==> src/hdl/aht_pkg.sv <==
// ----------------------------------------------------------------------------
// Adaptive hysteresis threshold - shared definitions
// Register codes, reset values, fixed field widths and the token type that
// travels from the edge splitter to the threshold engine.
// ----------------------------------------------------------------------------
package aht_pkg;

  localparam int TIME_BITS_DEF = 32;
  localparam int DAC_BITS_DEF  = 8;
  localparam int QUEUE_DEPTH   = 2;

  localparam int CNT_BITS      = 17;
  localparam int PERIOD_BITS   = 16;
  localparam int SAT_BITS      = 32;
  localparam int CFG_DATA_BITS = 32;
  localparam int CFG_IDX_BITS  = 3;

  localparam int CENTER_RESET   = 127;
  localparam int HYST_MIN_RESET = 1;
  localparam int HYST_MAX_RESET = 15;
  localparam int PERIOD_RESET   = 116;

  localparam logic [CFG_IDX_BITS-1:0] REG_CENTER_DAC = 3'd0;
  localparam logic [CFG_IDX_BITS-1:0] REG_HYST_MIN   = 3'd1;
  localparam logic [CFG_IDX_BITS-1:0] REG_HYST_MAX   = 3'd2;
  localparam logic [CFG_IDX_BITS-1:0] REG_PERIOD     = 3'd3;
  localparam logic [CFG_IDX_BITS-1:0] REG_SAT_TICKS  = 3'd4;
  localparam logic [CFG_IDX_BITS-1:0] REG_ADAPT_EN   = 3'd5;

  // One comparator edge waiting for the engine
  typedef struct packed {
    logic rising;
    logic last;
  } tok_ctl_t;

endpackage

==> src/hdl/aht_if.sv <==
// ----------------------------------------------------------------------------
// Adaptive hysteresis threshold - channel interfaces
// Valid/ready channels for comparator events and for threshold results.
// ----------------------------------------------------------------------------
interface aht_in_if #(
  parameter int TIME_BITS = aht_pkg::TIME_BITS_DEF
) ();
  logic                 valid;
  logic                 ready;
  logic                 edge_rising;
  logic                 edge_falling;
  logic [TIME_BITS-1:0] timestamp;

  modport source (output valid, edge_rising, edge_falling, timestamp, input ready);
  modport sink   (input valid, edge_rising, edge_falling, timestamp, output ready);
endinterface

interface aht_out_if #(
  parameter int DAC_BITS = aht_pkg::DAC_BITS_DEF
) ();
  logic                valid;
  logic                ready;
  logic [DAC_BITS-1:0] dac_threshold;
  logic                was_rising;
  logic                last;

  modport source (output valid, dac_threshold, was_rising, last, input ready);
  modport sink   (input valid, dac_threshold, was_rising, last, output ready);
endinterface

==> src/hdl/aht_front.sv <==
// ----------------------------------------------------------------------------
// Adaptive hysteresis threshold - edge splitter
// Accepts one comparator event and pushes one token per flagged edge into the
// queue, rising edge first.
// ----------------------------------------------------------------------------
module aht_front #(
  parameter int TIME_BITS = aht_pkg::TIME_BITS_DEF
) (
  input  logic                 clk,
  input  logic                 rst_n,
  aht_in_if.sink               in_ch,
  input  logic                 q_full,
  output logic                 push,
  output aht_pkg::tok_ctl_t    push_ctl,
  output logic [TIME_BITS-1:0] push_ts
);

  logic                 rise_pend_r;
  logic                 fall_pend_r;
  logic [TIME_BITS-1:0] ts_r;

  assign in_ch.ready     = !rise_pend_r && !fall_pend_r;
  assign push            = (rise_pend_r || fall_pend_r) && !q_full;
  assign push_ctl.rising = rise_pend_r;
  assign push_ctl.last   = !(rise_pend_r && fall_pend_r);
  assign push_ts         = ts_r;

  always_ff @(posedge clk) begin
    if (!rst_n) begin
      rise_pend_r <= 1'b0;
      fall_pend_r <= 1'b0;
    end else if (in_ch.valid && in_ch.ready) begin
      rise_pend_r <= in_ch.edge_rising;
      fall_pend_r <= in_ch.edge_falling;
    end else if (push) begin
      // drop the rising edge first, the falling one after it
      if (rise_pend_r) begin
        rise_pend_r <= 1'b0;
      end else begin
        fall_pend_r <= 1'b0;
      end
    end
  end

  always_ff @(posedge clk) begin
    if (in_ch.valid && in_ch.ready) begin
      ts_r <= in_ch.timestamp;
    end
  end

endmodule

==> src/hdl/aht_fifo.sv <==
// ----------------------------------------------------------------------------
// Adaptive hysteresis threshold - token queue
// Short first-in first-out queue between the edge splitter and the engine.
// ----------------------------------------------------------------------------
module aht_fifo #(
  parameter int WIDTH = 8,
  parameter int DEPTH = aht_pkg::QUEUE_DEPTH
) (
  input  logic             clk,
  input  logic             rst_n,
  input  logic             push,
  input  logic [WIDTH-1:0] push_data,
  output logic             full,
  input  logic             pop,
  output logic             valid,
  output logic [WIDTH-1:0] pop_data
);

  localparam int PTR_BITS = (DEPTH > 1) ? $clog2(DEPTH) : 1;
  localparam int CNT_BITS = $clog2(DEPTH + 1);

  logic [WIDTH-1:0]    mem_r [DEPTH];
  logic [PTR_BITS-1:0] wr_ptr_r;
  logic [PTR_BITS-1:0] rd_ptr_r;
  logic [CNT_BITS-1:0] cnt_r;
  logic                do_push;
  logic                do_pop;

  assign full     = (cnt_r == CNT_BITS'(DEPTH));
  assign valid    = (cnt_r != '0);
  assign do_push  = push && !full;
  assign do_pop   = pop && valid;
  assign pop_data = mem_r[rd_ptr_r];

  function automatic logic [PTR_BITS-1:0] ptr_inc(input logic [PTR_BITS-1:0] p);
    ptr_inc = (p == PTR_BITS'(DEPTH - 1)) ? '0 : p + 1'b1;
  endfunction

  always_ff @(posedge clk) begin
    if (!rst_n) begin
      wr_ptr_r <= '0;
      rd_ptr_r <= '0;
      cnt_r    <= '0;
    end else begin
      if (do_push) begin
        wr_ptr_r <= ptr_inc(wr_ptr_r);
      end
      if (do_pop) begin
        rd_ptr_r <= ptr_inc(rd_ptr_r);
      end
      if (do_push && !do_pop) begin
        cnt_r <= cnt_r + 1'b1;
      end else if (do_pop && !do_push) begin
        cnt_r <= cnt_r - 1'b1;
      end
    end
  end

  always_ff @(posedge clk) begin
    if (do_push) begin
      mem_r[wr_ptr_r] <= push_data;
    end
  end

endmodule

==> src/hdl/aht_back.sv <==
// ----------------------------------------------------------------------------
// Adaptive hysteresis threshold - threshold engine
// Holds config and adaptive state, registers each threshold result, recomputes
// the hysteresis offset: maximum on saturation, else a serial scaled divider.
// ----------------------------------------------------------------------------
module aht_back #(
  parameter int TIME_BITS = aht_pkg::TIME_BITS_DEF,
  parameter int DAC_BITS  = aht_pkg::DAC_BITS_DEF
) (
  input  logic                              clk,
  input  logic                              rst_n,
  input  logic                              cfg_we,
  input  logic [aht_pkg::CFG_IDX_BITS-1:0]  cfg_idx,
  input  logic [aht_pkg::CFG_DATA_BITS-1:0] cfg_wdata,
  input  logic                              tok_valid,
  input  aht_pkg::tok_ctl_t                 tok_ctl,
  input  logic [TIME_BITS-1:0]              tok_ts,
  output logic                              tok_pop,
  aht_out_if.source                         out_ch
);

  localparam int CNT_BITS = aht_pkg::CNT_BITS;
  localparam int PER_BITS = aht_pkg::PERIOD_BITS;
  localparam int SAT_BITS = aht_pkg::SAT_BITS;
  localparam int NUM_BITS = CNT_BITS + SAT_BITS;
  localparam int CMP_BITS = (NUM_BITS > TIME_BITS) ? NUM_BITS : TIME_BITS;
  localparam int QB       = DAC_BITS + 1;
  localparam int BB       = $clog2(QB);

  typedef enum logic [2:0] {
    ST_IDLE,
    ST_MUL,
    ST_CMP,
    ST_DIV,
    ST_FIX,
    ST_EMIT
  } state_t;

  state_t               state_r;

  // configuration
  logic [DAC_BITS-1:0]  center_r;
  logic [DAC_BITS-1:0]  hmin_r;
  logic [DAC_BITS-1:0]  hmax_r;
  logic [PER_BITS-1:0]  period_r;
  logic [SAT_BITS-1:0]  sat_r;
  logic                 adapt_en_r;

  // adaptive state
  logic [CNT_BITS-1:0]  tooth_cnt_r;
  logic [TIME_BITS-1:0] prev_time_r;
  logic [DAC_BITS-1:0]  hyst_offset_r;

  // current token and arithmetic
  logic                 rise_r;
  logic                 last_r;
  logic [TIME_BITS-1:0] ts_r;
  logic [TIME_BITS-1:0] dt_r;
  logic [NUM_BITS-1:0]  num_r;
  logic [TIME_BITS-1:0] rem_r;
  logic [QB-1:0]        q_r;
  logic [QB-1:0]        m_r;
  logic [BB-1:0]        bit_r;
  logic                 ph_r;
  logic                 up_r;

  // result register
  logic                 out_valid_r;
  logic [DAC_BITS-1:0]  out_thr_r;
  logic                 out_rise_r;
  logic                 out_last_r;

  logic [CNT_BITS-1:0]  cnt_inc;
  logic [TIME_BITS-1:0] num_t;
  logic                 dbl_ge;
  logic                 add_ge;
  logic [QB:0]          q_inc;
  logic [QB-1:0]        half_up;
  logic [QB-1:0]        t_dn;
  logic [DAC_BITS-1:0]  off_fix;
  logic [DAC_BITS:0]    sum_hi;
  logic [DAC_BITS-1:0]  thr;
  logic                 slot_free;

  assign tok_pop   = (state_r == ST_IDLE) && tok_valid;
  assign cnt_inc   = (tooth_cnt_r == '1) ? tooth_cnt_r : tooth_cnt_r + 1'b1;
  assign num_t     = TIME_BITS'(num_r);
  assign dbl_ge    = rem_r >= (dt_r - rem_r);
  assign add_ge    = rem_r >= (dt_r - num_t);

  // round half up going upward; going downward round the magnitude so that
  // an exact half still moves the offset up
  assign q_inc     = {1'b0, q_r} + 1'b1;
  assign half_up   = q_inc[QB:1];
  assign t_dn      = q_r[0] ? (q_r >> 1) + QB'(rem_r != '0) : (q_r >> 1);
  assign off_fix   = up_r ? DAC_BITS'({1'b0, hmin_r} + half_up)
                          : DAC_BITS'({1'b0, hmin_r} - t_dn);

  assign sum_hi    = {1'b0, center_r} + {1'b0, hyst_offset_r};
  assign thr       = rise_r ? ((center_r >= hyst_offset_r) ? center_r - hyst_offset_r : '0)
                            : (sum_hi[DAC_BITS] ? '1 : sum_hi[DAC_BITS-1:0]);
  assign slot_free = !out_valid_r || out_ch.ready;

  assign out_ch.valid         = out_valid_r;
  assign out_ch.dac_threshold = out_thr_r;
  assign out_ch.was_rising    = out_rise_r;
  assign out_ch.last          = out_last_r;

  always_ff @(posedge clk) begin
    if (!rst_n) begin
      state_r       <= ST_IDLE;
      center_r      <= DAC_BITS'(aht_pkg::CENTER_RESET);
      hmin_r        <= DAC_BITS'(aht_pkg::HYST_MIN_RESET);
      hmax_r        <= DAC_BITS'(aht_pkg::HYST_MAX_RESET);
      period_r      <= PER_BITS'(aht_pkg::PERIOD_RESET);
      sat_r         <= '0;
      adapt_en_r    <= 1'b1;
      tooth_cnt_r   <= '0;
      prev_time_r   <= '0;
      hyst_offset_r <= DAC_BITS'(aht_pkg::HYST_MIN_RESET);
      out_valid_r   <= 1'b0;
    end else begin
      // load a new beat or drop the one just taken
      if (state_r == ST_EMIT && slot_free) begin
        out_valid_r <= 1'b1;
      end else if (out_ch.ready) begin
        out_valid_r <= 1'b0;
      end

      case (state_r)
        ST_IDLE: begin
          if (tok_valid) begin
            if (!adapt_en_r) begin
              state_r <= ST_EMIT;
            end else begin
              tooth_cnt_r <= cnt_inc;
              if (tooth_cnt_r <= CNT_BITS'(period_r)) begin
                state_r <= ST_EMIT;
              end else begin
                state_r <= ST_MUL;
              end
            end
          end
        end
        ST_MUL: begin
          state_r <= ST_CMP;
        end
        ST_CMP: begin
          if (sat_r == '0 || CMP_BITS'(num_r) >= CMP_BITS'(dt_r)) begin
            hyst_offset_r <= hmax_r;
            tooth_cnt_r   <= '0;
            prev_time_r   <= ts_r;
            state_r       <= ST_EMIT;
          end else begin
            state_r <= ST_DIV;
          end
        end
        ST_DIV: begin
          if (ph_r && bit_r == '0) begin
            state_r <= ST_FIX;
          end
        end
        ST_FIX: begin
          hyst_offset_r <= off_fix;
          tooth_cnt_r   <= '0;
          prev_time_r   <= ts_r;
          state_r       <= ST_EMIT;
        end
        ST_EMIT: begin
          if (slot_free) begin
            state_r <= ST_IDLE;
          end
        end
        default: begin
          state_r <= ST_IDLE;
        end
      endcase

      if (cfg_we) begin
        case (cfg_idx)
          aht_pkg::REG_CENTER_DAC: center_r <= cfg_wdata[DAC_BITS-1:0];
          aht_pkg::REG_HYST_MIN: begin
            hmin_r        <= cfg_wdata[DAC_BITS-1:0];
            hyst_offset_r <= cfg_wdata[DAC_BITS-1:0];
          end
          aht_pkg::REG_HYST_MAX:   hmax_r     <= cfg_wdata[DAC_BITS-1:0];
          aht_pkg::REG_PERIOD:     period_r   <= cfg_wdata[PER_BITS-1:0];
          aht_pkg::REG_SAT_TICKS:  sat_r      <= cfg_wdata[SAT_BITS-1:0];
          aht_pkg::REG_ADAPT_EN:   adapt_en_r <= cfg_wdata[0];
          default: ;
        endcase
      end
    end
  end

  // datapath registers, no reset
  always_ff @(posedge clk) begin
    case (state_r)
      ST_IDLE: begin
        if (tok_valid) begin
          rise_r <= tok_ctl.rising;
          last_r <= tok_ctl.last;
          ts_r   <= tok_ts;
          dt_r   <= tok_ts - prev_time_r;
        end
      end
      ST_MUL: begin
        num_r <= tooth_cnt_r * sat_r;
      end
      ST_CMP: begin
        up_r  <= hmax_r >= hmin_r;
        m_r   <= (hmax_r >= hmin_r) ? {hmax_r - hmin_r, 1'b0} : {hmin_r - hmax_r, 1'b0};
        rem_r <= '0;
        q_r   <= '0;
        bit_r <= BB'(QB - 1);
        ph_r  <= 1'b0;
      end
      ST_DIV: begin
        if (!ph_r) begin
          // double the remainder, one quotient bit
          q_r   <= {q_r[QB-2:0], dbl_ge};
          rem_r <= dbl_ge ? rem_r - (dt_r - rem_r) : rem_r + rem_r;
          ph_r  <= 1'b1;
        end else begin
          // add the numerator where the multiplier bit is set
          if (m_r[bit_r]) begin
            if (add_ge) begin
              q_r   <= q_r + 1'b1;
              rem_r <= rem_r - (dt_r - num_t);
            end else begin
              rem_r <= rem_r + num_t;
            end
          end
          ph_r <= 1'b0;
          if (bit_r != '0) begin
            bit_r <= bit_r - 1'b1;
          end
        end
      end
      ST_EMIT: begin
        if (slot_free) begin
          out_thr_r  <= thr;
          out_rise_r <= rise_r;
          out_last_r <= last_r;
        end
      end
      default: ;
    endcase
  end

  a_div_rem_bound: assert property (@(posedge clk) disable iff (!rst_n)
    (state_r == ST_DIV) |-> (rem_r < dt_r) && (num_t < dt_r))
    else $error("divider remainder or numerator not below elapsed time");

  a_fix_clears_count: assert property (@(posedge clk) disable iff (!rst_n)
    (state_r == ST_FIX && !cfg_we) |=> (tooth_cnt_r == '0) && (state_r == ST_EMIT))
    else $error("offset update did not clear tooth count");

  a_disabled_skips: assert property (@(posedge clk) disable iff (!rst_n)
    (state_r == ST_IDLE && tok_valid && !adapt_en_r) |=> (state_r == ST_EMIT))
    else $error("adaptation ran while disabled");

  a_sat_loads_max: assert property (@(posedge clk) disable iff (!rst_n)
    (state_r == ST_CMP && sat_r == '0 && !cfg_we) |=> (hyst_offset_r == $past(hmax_r)))
    else $error("zero saturation ticks did not select maximum offset");

endmodule

==> src/hdl/adaptive_hysteresis_threshold_core.sv <==
// Path: an edge passes the splitter's pending flags, the token queue, the
//   engine's token registers and the result register; an update adds the
//   multiply and compare states and, if interpolated, the serial divider.
// Flow: the engine takes no new edge until its result is loaded; an event
//   with both edges flagged gives two results.
// Reset: synchronous, active low; configuration, count, time and offset go
//   to their reset values at once, no clearing pass.
// ----------------------------------------------------------------------------
// Adaptive hysteresis threshold - top level
// Edge splitter and threshold engine joined by a short token queue.
// ----------------------------------------------------------------------------
module adaptive_hysteresis_threshold_core #(
  parameter int TIME_BITS = aht_pkg::TIME_BITS_DEF,
  parameter int DAC_BITS  = aht_pkg::DAC_BITS_DEF
) (
  input  logic                              clk,
  input  logic                              rst_n,
  input  logic                              cfg_we,
  input  logic [aht_pkg::CFG_IDX_BITS-1:0]  cfg_idx,
  input  logic [aht_pkg::CFG_DATA_BITS-1:0] cfg_wdata,
  aht_in_if.sink                            in_ch,
  aht_out_if.source                         out_ch
);

  localparam int TOK_BITS = $bits(aht_pkg::tok_ctl_t) + TIME_BITS;

  logic                 push;
  logic                 q_full;
  aht_pkg::tok_ctl_t    push_ctl;
  logic [TIME_BITS-1:0] push_ts;
  logic                 tok_valid;
  logic                 tok_pop;
  logic [TOK_BITS-1:0]  tok_data;
  aht_pkg::tok_ctl_t    tok_ctl;
  logic [TIME_BITS-1:0] tok_ts;

  assign tok_ctl = tok_data[TOK_BITS-1:TIME_BITS];
  assign tok_ts  = tok_data[TIME_BITS-1:0];

  aht_front #(
    .TIME_BITS (TIME_BITS)
  ) u_front (
    .clk      (clk),
    .rst_n    (rst_n),
    .in_ch    (in_ch),
    .q_full   (q_full),
    .push     (push),
    .push_ctl (push_ctl),
    .push_ts  (push_ts)
  );

  aht_fifo #(
    .WIDTH (TOK_BITS),
    .DEPTH (aht_pkg::QUEUE_DEPTH)
  ) u_fifo (
    .clk       (clk),
    .rst_n     (rst_n),
    .push      (push),
    .push_data ({push_ctl, push_ts}),
    .full      (q_full),
    .pop       (tok_pop),
    .valid     (tok_valid),
    .pop_data  (tok_data)
  );

  aht_back #(
    .TIME_BITS (TIME_BITS),
    .DAC_BITS  (DAC_BITS)
  ) u_back (
    .clk       (clk),
    .rst_n     (rst_n),
    .cfg_we    (cfg_we),
    .cfg_idx   (cfg_idx),
    .cfg_wdata (cfg_wdata),
    .tok_valid (tok_valid),
    .tok_ctl   (tok_ctl),
    .tok_ts    (tok_ts),
    .tok_pop   (tok_pop),
    .out_ch    (out_ch)
  );

endmodule
==> src/flat_wrapper.sv <==
// flat-port wrapper written by rule: the top's interface ports become plain ports
module adaptive_hysteresis_threshold_core_flat 
#(
  parameter int TIME_BITS = aht_pkg::TIME_BITS_DEF,
  parameter int DAC_BITS  = aht_pkg::DAC_BITS_DEF
)
  (clk, rst_n, cfg_we, cfg_idx, cfg_wdata, in_ch_valid, in_ch_edge_rising, in_ch_edge_falling, in_ch_timestamp, in_ch_ready, out_ch_valid, out_ch_dac_threshold, out_ch_was_rising, out_ch_last, out_ch_ready);
  aht_in_if #(.TIME_BITS(TIME_BITS)) in_ch_i ();
  aht_out_if #(.DAC_BITS(DAC_BITS)) out_ch_i ();
  input  logic clk;
  input  logic rst_n;
  input  logic cfg_we;
  input  logic [aht_pkg::CFG_IDX_BITS-1:0] cfg_idx;
  input  logic [aht_pkg::CFG_DATA_BITS-1:0] cfg_wdata;
  input wire logic [$bits(in_ch_i.valid)-1:0] in_ch_valid;
  input wire logic [$bits(in_ch_i.edge_rising)-1:0] in_ch_edge_rising;
  input wire logic [$bits(in_ch_i.edge_falling)-1:0] in_ch_edge_falling;
  input wire logic [$bits(in_ch_i.timestamp)-1:0] in_ch_timestamp;
  output wire logic [$bits(in_ch_i.ready)-1:0] in_ch_ready;
  output wire logic [$bits(out_ch_i.valid)-1:0] out_ch_valid;
  output wire logic [$bits(out_ch_i.dac_threshold)-1:0] out_ch_dac_threshold;
  output wire logic [$bits(out_ch_i.was_rising)-1:0] out_ch_was_rising;
  output wire logic [$bits(out_ch_i.last)-1:0] out_ch_last;
  input wire logic [$bits(out_ch_i.ready)-1:0] out_ch_ready;
  assign in_ch_i.valid = in_ch_valid;
  assign in_ch_i.edge_rising = in_ch_edge_rising;
  assign in_ch_i.edge_falling = in_ch_edge_falling;
  assign in_ch_i.timestamp = in_ch_timestamp;
  assign in_ch_ready = in_ch_i.ready;
  assign out_ch_valid = out_ch_i.valid;
  assign out_ch_dac_threshold = out_ch_i.dac_threshold;
  assign out_ch_was_rising = out_ch_i.was_rising;
  assign out_ch_last = out_ch_i.last;
  assign out_ch_i.ready = out_ch_ready;
  adaptive_hysteresis_threshold_core #(.TIME_BITS(TIME_BITS), .DAC_BITS(DAC_BITS)) u_core (.clk(clk), .rst_n(rst_n), .cfg_we(cfg_we), .cfg_idx(cfg_idx), .cfg_wdata(cfg_wdata), .in_ch(in_ch_i), .out_ch(out_ch_i));
endmodule
==> config.mk <==
export PLATFORM = sky130hd
export DESIGN_NAME = adaptive_hysteresis_threshold_core_flat
export DESIGN_NICKNAME = d
export VERILOG_FILES = /design/src/hdl/aht_pkg.sv /design/src/hdl/aht_if.sv /design/src/hdl/aht_front.sv /design/src/hdl/aht_fifo.sv /design/src/hdl/aht_back.sv /design/src/hdl/adaptive_hysteresis_threshold_core.sv /design/src/flat_wrapper.sv
export SDC_FILE = /design/constraint.sdc
export NUM_CORES = 2
export LEC_CHECK = 0
export BUFFER_PORTS_ARGS = -buffer_cell sky130_fd_sc_hd__buf_2
export CORE_ASPECT_RATIO = 0.5
export CORE_MARGIN = 5
export CORE_UTILIZATION = 25
export CTS_CLUSTER_SIZE = 25
export DETAILED_ROUTE_END_ITERATION = 10
export GPL_ROUTABILITY_DRIVEN = 0
export PLACE_DENSITY = 0.39
export SYNTH_ARGS = -nofsm -noshare
export SYNTH_HDL_FRONTEND = slang
export SYNTH_HIERARCHICAL = 1
export SYNTH_SLANG_ARGS = --single-unit
==> constraint.sdc <==
create_clock -name clk -period 14.8 [get_ports clk]
set_input_delay 2.96 -clock clk [delete_from_list [all_inputs] [get_ports clk]]
set_output_delay 2.96 -clock clk [all_outputs]
set_load 0.01 [all_outputs]
==> results.md <==
Timing:
- The routed design could run at a clock period as short as 8.76 ns.
- Clock skew on the completed layout was measured at approximately 0.023 ns.
- The final-report setup violation count is 0.
- The top achievable clock speed is 114 MHz.
- Setup repair after global routing left no endpoint under its margin.
- The final-report max-slew violation count was 0.
- The final hold violation count is 0.
- The worst pin sits at a relative slew slack of 0.174.
- The final critical-path share of the clock period is 0.592.
- At the pin with the least slew margin, the transition time is 1.24 ns.
- The final-layout setup total negative slack is 0 ns.
- The final-layout worst hold slack is 0.446 ns.

Critical path:
- The type of element capturing the critical path is a flop.
- The nature of the critical path startpoint is a flop.
- The highest net fanout along the worst path is 23.
- The critical path data arrival time is 9.15 ns.
- The number of cell instances on the worst register-to-register path is 24.
- Data on the critical path is required at its endpoint by between 15 and 20 ns.
- The type of the worst setup path is reg -> reg.

Synth:
- In the synthesized netlist the dominant register cell turns out to be edfxtp_1.
- The post-synthesis sequential element count is 421.
- Of the synthesized area, sequential elements account for 0.247.
- The cell count after synthesis came out at around 5000.
- The post-synthesis instance area is 0.0455 sq mm.
- The synthesized design contains 280 enable-type register cells.
- The share of async-settable or async-resettable flops after synthesis is 0.
- The number of nets handed over by synthesis was approximately 5900.
- The number of warnings reported in the yosys synthesis log is 6.
- After synthesis, the mean cell area works out to 9.12 sq um.
- In this run, distinct cell masters in the synthesized netlist total between 80 and 90.

Clocking:
- The number of sinks driven by the clock tree is between 400 and 500.
- The number of gates resized after cts is 0.
- The number of hold-repair buffers added at the cts stage is 0.
- The CTS tree is built.
- After clock tree synthesis, the clock-pin slew on the worst setup and hold paths is 0.07 ns.
- The worst-skew pair later-pin latency is ~0.65 ns.
- The total number of H-tree levels is 2.
- The deepest clock path buffer count is 3.
- The post-CTS setup buffer count is 0.
- The clock buffer count from CTS is 50.
- The tree is rooted in a clkbuf_16.

Power:
- In this run the static leakage power is 22.1 nW.
- VDD sags by at most 0.000129 V.
- The total power per unit cell area is 164 mW/mm^2.

Die:
- The starting utilization of the core area is 0.252.
- The top-level I/O count is 86.
- The number of core rows is 110.
- In this run the standard cell core region covers roughly 0.18 sq mm.
- The floorplan step defined a die boundary enclosing 0.191 sq mm.
- The die is between 300 and 400 um tall.
- The die is 613 um wide.

Final layout:
- The repair_antennas step left the layout with diodes totalling 0.
- In the final layout, the share of cells above drive strength 1 is 0.0576.
- Compared with the post-synthesis result, the final layout area differs by 10.8%.
- The count of cells in the finished layout, fillers not included, comes to 7407.
- The filler cells instantiated in the layout total 19200.
- The net total in the final layout is 5897.

GRT:
- Global routing finished with a remaining overflow of 0.
- The via count of the first global-routing pass is 36000.
- The global-route wire length before repair is 220000 um.
- Entering global routing, the biggest net connects between 70 and 80 pins.
- For this run, the total global-route usage over all layers was measured as 0.148.
- The initial antenna violation count came to 4.

Place:
- Detailed placement ended at an HPWL of 111000 um.
- The cell total after placement is ~7300.
- Port buffering added 85 buffers.

Min path:
- The number of cells traversed by the worst hold path is 0.
- The worst hold path class is reg -> reg.

Routing:
- The mean routed wirelength per cell is 19.1 um.
- The number of vias per cell after detailed routing is 4.62.
- The detailed-route via count is 34200.
- The routed design has around 140000 um of wire.
- For this run, design rule violations remaining after detail routing come to 0.
- The number of DRC markers after the initial detailed-route iteration is between 1500 and 2000.
- The first detailed-routing pass ran for 5 iterations.
- The remaining number of nets flagged by the antenna check after routing is 0.

Outcome:
- The flow ran to the end, and the final reports show no timing, DRC or antenna violations.

Flow run:
- Across the run, the number of max-cap violations was 0.
per-stage QoR:
stage          power (mW)   util  area (sq um)  setup slack (ns)
2_1_floorplan        5.42      -         45500              8.05
3_3_place_gp         6.83  0.269         48500              6.15
3_5_place_dp         6.85  0.269         48500              6.10
4_1_cts              8.31  0.279         50300              6.08
5_1_grt              8.90  0.279         50300              5.62
6_report             8.24  0.279         50300              6.04
area by class of cell:
type / count / area [sq um] / share of cell area
clock buffers: 75 / 1550 / 0.0308
clock inverters: 19 / 294 / 0.00584
inverters: 772 / 2900 / 0.0576
multi-input cells: 3575 / 30500 / 0.607
flip-flops and latches: 421 / 11200 / 0.223
well taps: 2408 / 3010 / 0.0598
repair buffers: 137 / 818 / 0.0163
metal layers:
layer | vias up | GRT usage | wire length, um
met5 | - | 0 | 0
met4 | 0 | 0.0253 | 2230
met3 | 124 | 0.0146 | 4290
met2 | 556 | 0.253 | 67200
met1 | 17100 | 0.205 | 67900
li1 | 16400 | - | -
path summary, 6_finish.rpt:
path / start / endpoint / slack (ns)
min: u_core/u_front/push_ts[29] / u_core/u_fifo/mem_r[1][29] / 0.45
max reg2reg: u_core/u_back/tooth_cnt_r[6] / u_core/u_back/num_r[41] / 6.04
max: u_core/u_back/tooth_cnt_r[6] / u_core/u_back/num_r[41] / 6.04
min reg2reg: u_core/u_front/push_ts[29] / u_core/u_fifo/mem_r[1][29] / 0.45
cell usage in the layout, fill, tap and decap left out, types with 104 or more instances in the layout:
cell and count:
o21ai_0 104, and2_1 232, dfxtp_1 141, xnor2_1 149, nand2_1 623, a21o_1 152
a21oi_1 259, nor2_1 181, edfxtp_1 280, ha_1 406, fa_1 460, inv_1 768
worst max-delay path, cell delays in order, from the launching register on:
cell,delay (ns)
dfxtp_1,0.95
buf_4,0.35
and2_1,0.17
fa_1,0.42
inv_1,0.09
fa_1,0.44
fa_1,0.50
fa_1,0.56
inv_1,0.05
fa_1,0.47
inv_1,0.05
fa_1,0.47
inv_1,0.04
ha_1,0.32
a21oi_1,0.26
o21ai_0,0.14
a211oi_1,0.38
nand4_1,0.26
a311oi_1,0.99
a21oi_1,0.36
a41oi_1,0.54
nor2b_1,0.23
o21bai_1,0.11
a31oi_1,0.22
xnor2_1,0.10
sequential cells by signal, indices dropped and copies added, names as in the netlist, 9 cells and up, named ones only:
signal and count:
u_core/u_back/period_r 16, u_core/u_back/q_r 9, u_core/u_back/rem_r 32, u_core/u_back/num_r 49, u_core/u_front/push_ts 32, u_core/u_back/sat_r 32, u_core/u_back/dt_r 32, u_core/u_fifo/mem_r 68
u_core/u_back/prev_time_r 32, u_core/u_back/tooth_cnt_r 17, u_core/u_back/ts_r 32
where the power goes:
part / internal (mW) / switching (mW)
clock: 0.820 / 0.553
sequential: 1.56 / 0.263
combinational: 1.98 / 3.07
total: 4.35 / 3.88
kinds of logic (layout without fill, tap and decap cells):
logic type,Yosys count,after routing,share of synthesized area
adder cells (fa/ha/maj),866,866,0.314
buffers and inverters,990,1003,0.0822
flip-flops,421,421,0.247
AND/OR/NAND/NOR,1407,1407,0.149
multiplexers,90,90,0.0211
XOR/XNOR,245,245,0.0472
AO/OA/AOI/OAI,967,967,0.139
synthesized netlist by cell type, drive strengths merged (13+ instances only):
master,number,area [sq um]
inv,772,2900
nand2,623,2340
fa,460,9210
ha,406,5080
edfxtp,280,8410
a21oi,259,1300
and2,234,1470
clkbuf,203,762
nor2,183,687
o21ai,170,855
a21o,152,1140
xnor2,149,1310
dfxtp,141,2820
xor2,96,841
nor2b,78,488
a21boi,68,514
nand3,54,270
mux2i,52,521
nand2b,48,300
a31oi,38,238
mux2,37,417
nand4,37,231
nor3,35,180
a211oi,33,248
o211ai,32,240
and3,30,188
o21bai,30,225
o21a,28,210
nor4,26,163
o22ai,17,113
buf,15,77.6
o31ai,13,97.6
Note: power is estimated with default switching activity, not from simulation.
